`src/rtl/core/csq_pkg.sv`:
```
// Shared types, command and result codes for the clip stack quad index builder.
package csq_pkg;

  localparam logic [1:0] CMD_PUSH = 2'd0;
  localparam logic [1:0] CMD_POP  = 2'd1;
  localparam logic [1:0] CMD_DRAW = 2'd2;
  localparam logic [1:0] CMD_END  = 2'd3;

  localparam logic [1:0] KIND_CLIP   = 2'd0;
  localparam logic [1:0] KIND_INDEX  = 2'd1;
  localparam logic [1:0] KIND_STATUS = 2'd2;

  localparam int QUAD_WORDS  = 6;
  localparam int SHAPE_SHIFT = 2;
  localparam int CLIP_SHIFT  = 18;

  typedef struct packed {
    logic [1:0]         cmd;
    logic signed [15:0] clip_min_x;
    logic signed [15:0] clip_min_y;
    logic signed [15:0] clip_max_x;
    logic signed [15:0] clip_max_y;
    logic [63:0]        shape_data;
  } in_item_t;

  typedef struct packed {
    logic [1:0]         kind;
    logic               accepted;
    logic [31:0]        index_word;
    logic [13:0]        index_position;
    logic [10:0]        shape_slot;
    logic [63:0]        shape_out;
    logic [9:0]         clip_slot;
    logic signed [15:0] out_min_x;
    logic signed [15:0] out_min_y;
    logic signed [15:0] out_max_x;
    logic signed [15:0] out_max_y;
    logic               last;
  } out_item_t;

  typedef struct packed {
    logic signed [15:0] min_x;
    logic signed [15:0] min_y;
    logic signed [15:0] max_x;
    logic signed [15:0] max_y;
  } rect_t;

  typedef struct packed {
    logic [1:0]  op;
    logic [63:0] arg;
  } csq_item_t;

  localparam rect_t FULL_RECT = '{min_x: 16'sd0, min_y: 16'sd0,
                                  max_x: 16'sd32767, max_y: 16'sd32767};

  function automatic logic [1:0] corner_of(input logic [2:0] k);
    logic [1:0] c;
    case (k)
      3'd0: c = 2'd0;
      3'd1: c = 2'd1;
      3'd2: c = 2'd2;
      3'd3: c = 2'd2;
      3'd4: c = 2'd1;
      3'd5: c = 2'd3;
      default: c = 2'd0;
    endcase
    return c;
  endfunction

endpackage

```
`src/rtl/core/csq_front.sv`:
```
// Input side: accepts commands, packs the operand and queues them for the back end.
module csq_front (
  input  logic               clk,
  input  logic               rst_n,
  input  logic               in_valid,
  output logic               in_ready,
  input  csq_pkg::in_item_t  in_data,
  output logic               head_valid,
  output csq_pkg::csq_item_t head,
  input  logic               head_pop
);

  csq_pkg::csq_item_t q_r [2];
  logic [1:0]         count_r, count_nxt;
  logic               wr_ptr_r, wr_ptr_nxt;
  logic               rd_ptr_r, rd_ptr_nxt;
  csq_pkg::csq_item_t item;
  csq_pkg::rect_t     rect;
  logic               push;
  logic               pop;

  assign in_ready   = (count_r != 2'd2);
  assign head_valid = (count_r != 2'd0);
  assign head       = q_r[rd_ptr_r];
  assign push       = in_valid && in_ready;
  assign pop        = head_pop && head_valid;

  always_comb begin
    rect.min_x = in_data.clip_min_x;
    rect.min_y = in_data.clip_min_y;
    rect.max_x = in_data.clip_max_x;
    rect.max_y = in_data.clip_max_y;
    item.op    = in_data.cmd;
    if (in_data.cmd == csq_pkg::CMD_DRAW) begin
      item.arg = in_data.shape_data;
    end else begin
      item.arg = rect;
    end
  end

  always_comb begin
    wr_ptr_nxt = push ? ~wr_ptr_r : wr_ptr_r;
    rd_ptr_nxt = pop ? ~rd_ptr_r : rd_ptr_r;
    count_nxt  = count_r + {1'b0, push} - {1'b0, pop};
  end

  always_ff @(posedge clk) begin
    if (push) begin
      q_r[wr_ptr_r] <= item;
    end
  end

  always_ff @(posedge clk) begin
    if (!rst_n) begin
      count_r  <= 2'd0;
      wr_ptr_r <= 1'b0;
      rd_ptr_r <= 1'b0;
    end else begin
      count_r  <= count_nxt;
      wr_ptr_r <= wr_ptr_nxt;
      rd_ptr_r <= rd_ptr_nxt;
    end
  end

endmodule

```
`config.mk`:
```
export PLATFORM = sky130hd
export DESIGN_NAME = csq_front
export DESIGN_NICKNAME = d
export VERILOG_FILES = /design/src/rtl/core/csq_pkg.sv /design/src/rtl/core/csq_front.sv
export SDC_FILE = /design/constraint.sdc
export NUM_CORES = 1
export LEC_CHECK = 0
export BUFFER_PORTS_ARGS = -buffer_cell sky130_fd_sc_hd__clkbuf_2
export CAP_MARGIN = 10
export CELL_PAD_IN_SITES_DETAIL_PLACEMENT = 1
export CELL_PAD_IN_SITES_GLOBAL_PLACEMENT = 2
export CORE_MARGIN = 2
export CORE_UTILIZATION = 32
export CTS_CLUSTER_DIAMETER = 150
export DETAILED_ROUTE_END_ITERATION = 10
export PLACE_DENSITY = 0.86
export SLEW_MARGIN = 20
export SYNTH_ARGS = -nofsm -noshare
export SYNTH_HDL_FRONTEND = slang
export SYNTH_SLANG_ARGS = --single-unit
```
`constraint.sdc`:
```
create_clock -name clk -period 2.8 [get_ports clk]
set_clock_uncertainty 0.2 [all_clocks]
set_input_delay 0.56 -clock clk [delete_from_list [all_inputs] [get_ports clk]]
set_output_delay 0.56 -clock clk [all_outputs]
set_load 0.005 [all_outputs]
```
* Word-level counts from Yosys, hierarchy flattened
Memory sizes are Yosys's and may differ from the RTL's. A register that Yosys moved wholly into a read port is not among the register bits.
Index checks and enable logic that the tools add are counted.
** Word-level totals
- Bits in registers :: 4
- RAM bits :: 132
- Bits of input ports :: 134
- Logic and storage cells :: 18
- Memories kept :: 1
** Memories
- q_r :: words 2, bits a word 66, rd ports 1, clocked after memory_dff 1, write ports 1, RTL line csq_front.sv:13 : csq_pkg::csq_item_t q_r [2];
** Operators by class
- Add/sub/neg operators :: 2
- Equal/unequal tests :: 2
- Mux-type cells :: 5
- Bitwise gates (word level) :: 2
- Reductions and logical operators :: 3
** Operators by type and width (count)
- 2-to-1 mux 64 bit :: 1
- 2-to-1 mux 1 bit :: 4
- adder 2 x 1 -> 2 bit :: 1
- == test 2 bit (second input constant) :: 1
- logical AND 1 bit :: 2
- != test 2 bit (second input constant) :: 1
- inverter 1 bit :: 2
- nonzero test 2 bit :: 1
- subtractor 2 x 1 -> 2 bit :: 1

* Longest topological paths before layout
Gate-level depths: netlist of the first run.
- Depth in word-level cells :: 4
- Mapped depth :: 6

* Worst setup path before layout of the first run
Ideal clock, no wire load.
- Path type :: reg-to-reg
- Start point :: register count_r[0]
- End point :: memory q_r[1][0] in the netlist's numbering (enable)
- Data arrival time :: 2.211 ns
- Slack :: -0.043 ns
- Stages on the path, launching flop included :: 3
- Period minus slack after synthesis :: 2.843 ns
- Cell sequence :: dfxtp_1 nand2b_1 and3_1
** Between the ends
- Longest elaborated chain between the ends :: 4
** RTL lines
- from (decl) :: RTL line csq_front.sv:14 : logic [1:0] count_r, count_nxt;
- from (signal assigned) :: RTL line csq_front.sv:59 : count_r <= count_nxt;
- != test 2 bit :: RTL line csq_front.sv:22 : assign in_ready = (count_r != 2'd2);
- via in_ready :: RTL line csq_front.sv:6 : output logic in_ready,
- logical AND 1 bit :: RTL line csq_front.sv:25 : assign push = in_valid && in_ready;
- 2-to-1 mux 1 bit :: RTL line csq_front.sv:48 : if (push) begin
- 2-to-1 mux 1 bit (not written as such) :: RTL line csq_front.sv:49 : q_r[wr_ptr_r] <= item;
- to (decl) :: RTL line csq_front.sv:13
The timed path passes the listed nets, and every way through them passes these cells.

==> results.sh, run 1 <==
export IMPL_netlist_area_mm2=0.00613
export IMPL_synth_cell_types=27
export IMPL_io_pins=202
export IMPL_cap_violations=0
export IMPL_hold_ws_ps=166
export IMPL_powerDensity_mw_per_mm2=774
export IMPL_wl_per_cell_um=17.5
export IMPL_placed_cell_area_mm2=0.00733
export IMPL_power_uw=6140
export IMPL_antenna_left=0
export IMPL_grt_pass1_wl_mm=20.5
export IMPL_port_buffers=201
export IMPL_clk_pin_slew_worst_paths_ps=60
export IMPL_grtUsageTotal_pct=13.3
export IMPL_drtIter0Drc=80
export IMPL_final_cell_mix="clkbuf_2 (201), edfxtp_1 (132), mux2_2 (70)"
export IMPL_tightest_slew_ps=494
export IMPL_hold_path_class="primary input to register"
export IMPL_path_class="register to output port"
export IMPL_drc=0
export IMPL_clk_latency_ps=400
export IMPL_cp_max_fo=22
export IMPL_post_cts_setup_buffers=0
export IMPL_hpwl_mm=9.66
export IMPL_core_area_mm2=0.0188
export IMPL_h_tree_depth=4
export IMPL_layout_commonest_cell="clkbuf_2"
export IMPL_status="complete, no violations"
export IMPL_irDropWorstVdd_v=0.000368
export IMPL_fin_crit_ps=2490
export IMPL_initial_core_util_pct=32.7
export IMPL_grt_overflow_total=0
export IMPL_ys_async_sr_fraction_pct=0
export IMPL_tritoncts="built"
export IMPL_syn_inst=306
export IMPL_antenna_found_initial=0
export IMPL_period_share_pct=88.8
export IMPL_cp_data_arrival_time_ps=1730
export IMPL_max_slew_margin_pct=67.1
export IMPL_grt_pass1_vias=3961
export IMPL_num_antenna_cells=0
export IMPL_ys_flop_type="edfxtp_1"
export IMPL_cts_buffers=17
export IMPL_cp_required_ps=2040
export IMPL_hold_viol_final=0
export IMPL_grt_max_degree=65
export IMPL_first_pass_iters=4
export IMPL_wl_mm=13.4
export IMPL_die_x_um=142
export IMPL_cts_hold_repair_buffers=0
export IMPL_rsz0062_at_grt="no"
export IMPL_fin_area_mm2=0.00793
export IMPL_dieArea_mm2=0.0203
export IMPL_synth_seq_cells=137
export IMPL_drive_above_1_share_pct=70.4
export IMPL_cp_start_kind="register"
export IMPL_nets=654
export IMPL_synth_edf_count=132
export IMPL_viasPerCell=4.52
export IMPL_setup_tns_ps=0
export IMPL_cts_root_buf="clkbuf_16"
export IMPL_yosysWarnings=0
export IMPL_num_vias=3456
export IMPL_cts_resized=0
export IMPL_clkSinkCount=137
export IMPL_rrSetupSlack_ps=880
export IMPL_synth_seq_area_share_pct=66.3
export IMPL_die_y_um=142
export IMPL_slew_violations=0
export IMPL_gp_congestion=0.707
export IMPL_leakagePower_uw=0.00324
export IMPL_syn_num_nets=441
export IMPL_cp_end_kind="output port"
export IMPL_clockBufferDepth=2
export IMPL_syn_area_per_cell_um2=20.0
export IMPL_area_delta_synth_final_pct=29.4
export IMPL_setup_viol=0
export IMPL_rows=50
export IMPL_fmax_mhz=402
## metrics by stage
stage	std cells	utilization [%]	setup WS, ps
after floorplan	306	-	199
after global placement	734	39.0	684
after detailed placement	734	39.0	632
after CTS	765	42.3	263
after global routing	765	42.3	208
final	765	42.3	314
## routing by layer
layer  wire [um]  track usage (%)  vias up
met5           0                0        -
met4          79             3.91        0
met3         570             4.00        7
met2        7320             24.7      111
met1        5430             14.7     1713
li1            -                -     1625
## power by group
| part | total (uW) | switching, uW | leakage, uW | internal, uW |
|---|---|---|---|---|
| Sequential | 2610 | 86.0 | 0.00128 | 2520 |
| Clock | 2300 | 823 | 0.000294 | 1480 |
| Combinational | 1230 | 559 | 0.00166 | 670 |
## kinds of logic after synthesis
| logic type | synth area share [%] |
|---|---|
| mux | 27.7 |
| fa+ha+maj | 0.204 |
| compound gates | 0.878 |
| flops | 66.3 |
| xor+xnor | 0.143 |
| simple gates | 1.43 |
| buf+inv | 3.37 |
## synth_stat cells (all sizes together) (2+ instances only)
cell    instances  share of area, %
mux2          130                28
o21ai           2              0.16
and2            3              0.31
edfxtp        132                65
buf            14               3.3
a21bo           2              0.33
nand2b          2              0.20
dfxtp           5               1.6
nor2            2              0.12
nor2b           2              0.33
## layout make-up
type                       count  area [um^2]
sequential                   137         4070
timing repair buffer         208         1100
clock buffer                  17          425
inverter                       1         3.75
multi-input combinational    154         1870
fill                        1923        10800
tap                          234          293
clock inverter                14          180
## worst max-delay path, stage by stage, from the launching register on
cell	delay, ps
dfxtp_4	470
buf_4	340
mux2_2	390
clkbuf_2	120
## final timing paths
check | start | endpoint | cells after the start
setup / recovery | register | head[26] | 3
hold / removal | in_data[129] | q_r[1][65] | 1
setup reg to reg | count_r[0] | q_r[1][49] | 3
hold reg to reg | rd_ptr_r | rd_ptr_r | 2
## sequential cells by signal (all words and copies together) (netlist names), named ones only
signal and flops:
rd_ptr_r 1, q_r 132, wr_ptr_r 1, count_r 2
(Power assumes the default switching activity.)
==> run 2, diff against run 1 <==
ABC_AREA = 1   (was not set)
CORE_MARGIN = 5   (was 2)
CORE_UTILIZATION = 29   (was 32)
PLACE_DENSITY = 0.85   (was 0.86)
SLEW_MARGIN = not set   (was 20)
==> run 2 against run 1 <==
Sequential power rose by 5%. Die area rose by 18%. Final cell count rose by 23%. First-iteration DRC count rose to 2.5 times the previous value. Fmax rose by 1.7%. Sequential cell count did not move. Largest power group unchanged.
==> results.sh, run 2 <==
export IMPL_status="complete, no violations"
export IMPL_die_y_um=155
export IMPL_hpwl_mm=10.6
export IMPL_netlist_area_mm2=0.00606
export IMPL_antenna_found_initial=0
export IMPL_cp_data_arrival_time_ps=1680
export IMPL_clockBufferDepth=2
export IMPL_fmax_mhz=409
export IMPL_cts_buffers=17
export IMPL_hold_viol_final=0
export IMPL_synth_edf_count=132
export IMPL_cp_num_buf_inv=2
export IMPL_drc=0
export IMPL_core_area_mm2=0.0208
export IMPL_cp_end_kind="output port"
export IMPL_cap_violations=0
export IMPL_crit_chain="buf_4 -> mux2_2 -> clkbuf_2"
export IMPL_intPower_uw=4930
export IMPL_numPlacedInstances=912
export IMPL_fin_area_mm2=0.00799
export IMPL_area_delta_synth_final_pct=31.8
export IMPL_yosysWarnings=0
export IMPL_cts_root_buf="clkbuf_16"
export IMPL_port_buffers=201
export IMPL_viasPerCell=4.42
export IMPL_reg_largest_list="q_r: 132 flops, count_r: 2 flops"
export IMPL_path_class="register to output port"
export IMPL_clkSinkCount=137
export IMPL_irDropWorstVdd_v=0.000401
export IMPL_synth_top_cell_by_area="edfxtp_1"
export IMPL_wl_mm=15.2
export IMPL_cts_resized=0
export IMPL_clk_pin_slew_worst_paths_ps=60
export IMPL_grt_pass1_vias=4569
export IMPL_cp_slowest_cell="mux2_2"
export IMPL_io_pins=202
export IMPL_clkPwrFrac_pct=34.9
export IMPL_fin_ws_ps=357
export IMPL_rrSetupSlack_ps=880
export IMPL_layout_commonest_cell="clkbuf_2"
export IMPL_syn_inst=455
export IMPL_max_slew_margin_pct=46.9
export IMPL_nets=791
export IMPL_yosysTopAreaCellShare_pct=65.4
export IMPL_combPwrFrac_pct=24.2
export IMPL_placed_cell_area_mm2=0.00737
export IMPL_fin_crit_ps=2440
export IMPL_wl_per_cell_um=16.2
export IMPL_syn_area_per_cell_um2=13.3
export IMPL_utilization_pct=38.4
export IMPL_largest_reg_flops=132
export IMPL_syn_num_nets=590
export IMPL_rsz0062_at_grt="no"
export IMPL_initial_core_util_pct=29.1
export IMPL_swShare_pct=26.1
export IMPL_p_sw_uw=1740
export IMPL_num_antenna_cells=0
export IMPL_post_cts_setup_buffers=0
export IMPL_dieArea_mm2=0.0239
export IMPL_period_share_pct=87.2
export IMPL_synthTopCellsByCount="nand2_1 (140), edfxtp_1 (132), nand3_1 (65)"
export IMPL_tritoncts="built"
export IMPL_cts_hold_repair_buffers=0
export IMPL_antenna_left=0
export IMPL_hold_path_class="primary input to register"
export IMPL_num_vias=4175
export IMPL_max_stage_delay_ps=400
export IMPL_ys_async_sr_fraction_pct=0
export IMPL_die_x_um=155
export IMPL_ys_flop_type="edfxtp_1"
export IMPL_cp_start_kind="register"
export IMPL_cp_max_fo=28
export IMPL_slew_violations=0
export IMPL_top_register="q_r"
export IMPL_gp_congestion=0.693
export IMPL_pre_cts_ws_ps=714
export IMPL_grt_pass1_wl_mm=23.8
export IMPL_seqPwrFrac_pct=40.9
export IMPL_h_tree_depth=4
export IMPL_cp_required_ps=2040
export IMPL_setup_viol=0
export IMPL_instances_no_fill=944
export IMPL_leakagePower_uw=0.00349
export IMPL_grtUsageTotal_pct=12.8
export IMPL_final_cell_mix="clkbuf_2 (201), nand2_1 (139), edfxtp_1 (132)"
export IMPL_grt_max_degree=68
export IMPL_yosysMostFrequentCell="nand2_1"
export IMPL_synth_cell_types=13
export IMPL_rows=53
export IMPL_grt_overflow_total=0
export IMPL_tightest_slew_ps=796
export IMPL_synth_seq_cells=137
export IMPL_synth_seq_area_share_pct=67.0
export IMPL_powerDensity_mw_per_mm2=835
export IMPL_drtIter0Drc=203
export IMPL_first_pass_iters=4
export IMPL_crit_family="buffers and inverters"
export IMPL_clk_latency_ps=410
export IMPL_drive_above_1_share_pct=46.5
export IMPL_synthTopCellsByArea="edfxtp_1 (65%), mux2_4 (9.9%), nand2_1 (8.7%)"
export IMPL_num_fill_cells=2270
-- run 2: final cells by class --
cell class | count | area, um^2 | share of cell area (%)
well taps | 275 | 344 | 4.30
multi-input cells | 283 | 1820 | 22.8
clock buffers | 18 | 429 | 5.37
clock inverters | 14 | 196 | 2.46
flip-flops and latches | 137 | 4070 | 50.9
inverters | 8 | 30.0 | 0.376
repair buffers | 209 | 1100 | 13.8
-- run 2: per-stage QoR --
stage	TNS, ps	hold WS, ps	total power [uW]
final	0	183	6670
after global routing	0	168	7040
after CTS	0	158	6810
after detailed placement	0	306	4440
after global placement	0	284	4390
after floorplan	-36060	267	3750
-- run 2: final timing paths --
path                                   end    startpoint  depth (start not counted)
worst max-delay path              head[22]      register                          3
worst min-delay path            q_r[1][64]  in_data[128]                          1
worst max register to register  q_r[0][36]    count_r[0]                          5
worst min register to register    register      rd_ptr_r                          2
-- run 2: cells by family (layout without fill, tap and decap cells) --
kind of cell / Yosys count / after routing / synth area share (%)
AND/OR/NAND/NOR: 214 / 214 / 14.6
flip-flops: 137 / 137 / 67.0
multiplexers: 66 / 66 / 14.7
buffers and inverters: 35 / 249 / 3.24
adder cells (fa/ha/maj): 1 / 1 / 0.206
AO/OA/AOI/OAI: 1 / 1 / 0.0824
XOR/XNOR: 1 / 1 / 0.144
-- run 2: per-layer routing --
| layer | global-route usage (%) | share of wire (%) |
|---|---|---|
| met5 | 0 | 0 |
| met4 | 4.08 | 1.6 |
| met3 | 4.28 | 6.9 |
| met2 | 21.9 | 50 |
| met1 | 15.2 | 42 |
-- run 2: power groups by stage --
| stage | sequential [uW] | clock (uW) | combinational, uW |
|---|---|---|---|
| 3_5_place_dp | 2770 | 0 | 1670 |
| 3_3_place_gp | 2750 | 0 | 1640 |
| 4_1_cts | 2730 | 2400 | 1670 |
| 6_report | 2730 | 2330 | 1620 |
| 2_1_floorplan | 2750 | 0 | 1000 |
| 5_1_grt | 2750 | 2500 | 1790 |
==> run 3, diff against run 2 <==
CORE_UTILIZATION = 33   (was 29)
PLACE_DENSITY = 0.9   (was 0.85)
clock period = 2.5 ns   (was 2.8 ns; I/O delays follow)
==> run 3 against run 2 <==
Worst setup slack got worse by 110 ps. Utilization increased by 5.4 points. First-iteration DRC count decreased by 34%. Register-to-register slack got worse by 400 ps. Routed wire length increased by 2.4%. Critical endpoint is now head[0]. Largest cell class unchanged.
==> results.sh, run 3 (synthesis gave the netlist of run 2 again) <==
export IMPL_hold_viol_final=0
export IMPL_first_pass_iters=4
export IMPL_dieArea_mm2=0.0212
export IMPL_fin_area_mm2=0.00789
export IMPL_rows=49
export IMPL_cp_start_kind="register"
export IMPL_cp_data_arrival_time_ps=1550
export IMPL_pre_cts_ws_ps=427
export IMPL_powerDensity_mw_per_mm2=917
export IMPL_cap_violations=0
export IMPL_clk_pin_slew_worst_paths_ps=60
export IMPL_tightest_slew_ps=729
export IMPL_path_class="register to output port"
export IMPL_tritoncts="built"
export IMPL_antenna_found_initial=0
export IMPL_post_cts_setup_buffers=0
export IMPL_cp_depth=3
export IMPL_wl_mm=15.6
export IMPL_cp_slowest_cell="mux2_2"
export IMPL_instances_no_fill=899
export IMPL_reg2regPathDepth=11
export IMPL_drive_above_1_share_pct=46.1
export IMPL_layout_commonest_cell="clkbuf_2"
export IMPL_min_path_cells=1
export IMPL_irDropWorstVdd_v=0.000454
export IMPL_grtUsageTotal_pct=14.8
export IMPL_num_vias=4227
export IMPL_num_antenna_cells=0
export IMPL_cp_end_kind="output port"
export IMPL_die_y_um=146
export IMPL_h_tree_depth=4
export IMPL_final_cell_mix="clkbuf_2 (201), nand2_1 (139), edfxtp_1 (132)"
export IMPL_drc=0
export IMPL_cts_root_buf="clkbuf_16"
export IMPL_io_pins=202
export IMPL_viasPerCell=4.70
export IMPL_core_area_mm2=0.0180
export IMPL_num_fill_cells=2000
export IMPL_largest_reg_flops=132
export IMPL_cp_max_fo=40
export IMPL_crit_chain="buf_12 -> mux2_2 -> clkbuf_2"
export IMPL_port_buffers=201
export IMPL_numPlacedInstances=867
export IMPL_hpwl_mm=11.1
export IMPL_cp_num_buf_inv=2
export IMPL_cts_buffers=17
export IMPL_rsz0062_at_grt="no"
export IMPL_clkSinkCount=137
export IMPL_initial_core_util_pct=33.6
export IMPL_die_x_um=146
export IMPL_grt_pass1_vias=4907
export IMPL_placed_cell_area_mm2=0.00734
export IMPL_wl_per_cell_um=17.4
export IMPL_cts_resized=0
export IMPL_status="complete, no violations"
export IMPL_clockBufferDepth=2
export IMPL_max_stage_delay_ps=390
export IMPL_grt_pass1_wl_mm=24.9
export IMPL_gp_congestion=0.741
export IMPL_cp_required_ps=1800
export IMPL_grt_overflow_total=0
export IMPL_grt_max_degree=67
export IMPL_clk_latency_ps=400
export IMPL_top_register="q_r"
export IMPL_setup_viol=0
export IMPL_period_share_pct=90.0
export IMPL_fmax_mhz=444
export IMPL_fin_ws_ps=250
export IMPL_fin_crit_ps=2250
export IMPL_leakagePower_uw=0.00348
export IMPL_drtIter0Drc=134
export IMPL_reg_largest_list="q_r: 132 flops, count_r: 2 flops"
export IMPL_cts_hold_repair_buffers=0
export IMPL_hold_path_class="primary input to register"
export IMPL_max_slew_margin_pct=51.4
export IMPL_nets=792
export IMPL_slew_violations=0
export IMPL_area_delta_synth_final_pct=30.2
export IMPL_antenna_left=0
export IMPL_power_uw=7240
export IMPL_crit_family="buffers and inverters"
[run 3: changes by cell type in the layout (fill, tap and decap cells not counted)]
cell,before,now
buf_12,3,5
buf_4,5,4
bufinv_16,4,1
clkbuf_1,1,3
clkbuf_8,0,3
clkinv_1,0,1
clkinv_2,2,5
clkinv_4,3,0
clkinvlp_4,3,2
inv_6,2,0
[run 3: path summary, 6_finish.rpt]
path                 from         end  slack, ps
max              register     head[0]        250
min          in_data[128]  q_r[1][64]        130
max reg2reg    count_r[0]  count_r[1]        480
min reg2reg      rd_ptr_r    rd_ptr_r        330
[run 3: report_power, final]
part	switching (uW)	internal, uW	total [uW]	leakage [uW]
logic	937	921	1860	0.00193
clock network	885	1430	2320	0.000270
registers	104	2950	3060	0.00128
total	1930	5310	7240	0.00348
[run 3: final cells by class]
cell class / count / area (um^2) / area share [%]
Clock inverter: 9 / 73.8 / 0.935
Clock buffer: 23 / 478 / 6.05
Timing Repair Buffer: 210 / 1140 / 14.4
Tap cell: 229 / 287 / 3.63
Multi-Input combinational cell: 283 / 1820 / 23.1
Sequential cell: 137 / 4070 / 51.5
Inverter: 8 / 30.0 / 0.380
[run 3: per-stage QoR]
| stage | hold slack, ps | utilization, % | setup TNS [ps] |
|---|---|---|---|
| 2_1_floorplan | 267 | - | -67980 |
| 3_3_place_gp | 284 | 40.7 | 0 |
| 3_5_place_dp | 305 | 40.7 | 0 |
| 4_1_cts | 98.8 | 43.8 | 0 |
| 5_1_grt | 106 | 43.8 | 0 |
| 6_report | 130 | 43.8 | 0 |
[run 3: per-layer routing]
metal | share of wire [%] | wire length, um | vias to the layer above | track usage (%)
met2 | 52 | 8100 | 151 | 26.5
li1 | - | - | 2024 | -
met3 | 6.8 | 1060 | 15 | 4.83
met5 | 0 | 0 | - | 0
met4 | 1.5 | 228 | 0 | 4.71
met1 | 40 | 6220 | 2037 | 16.7
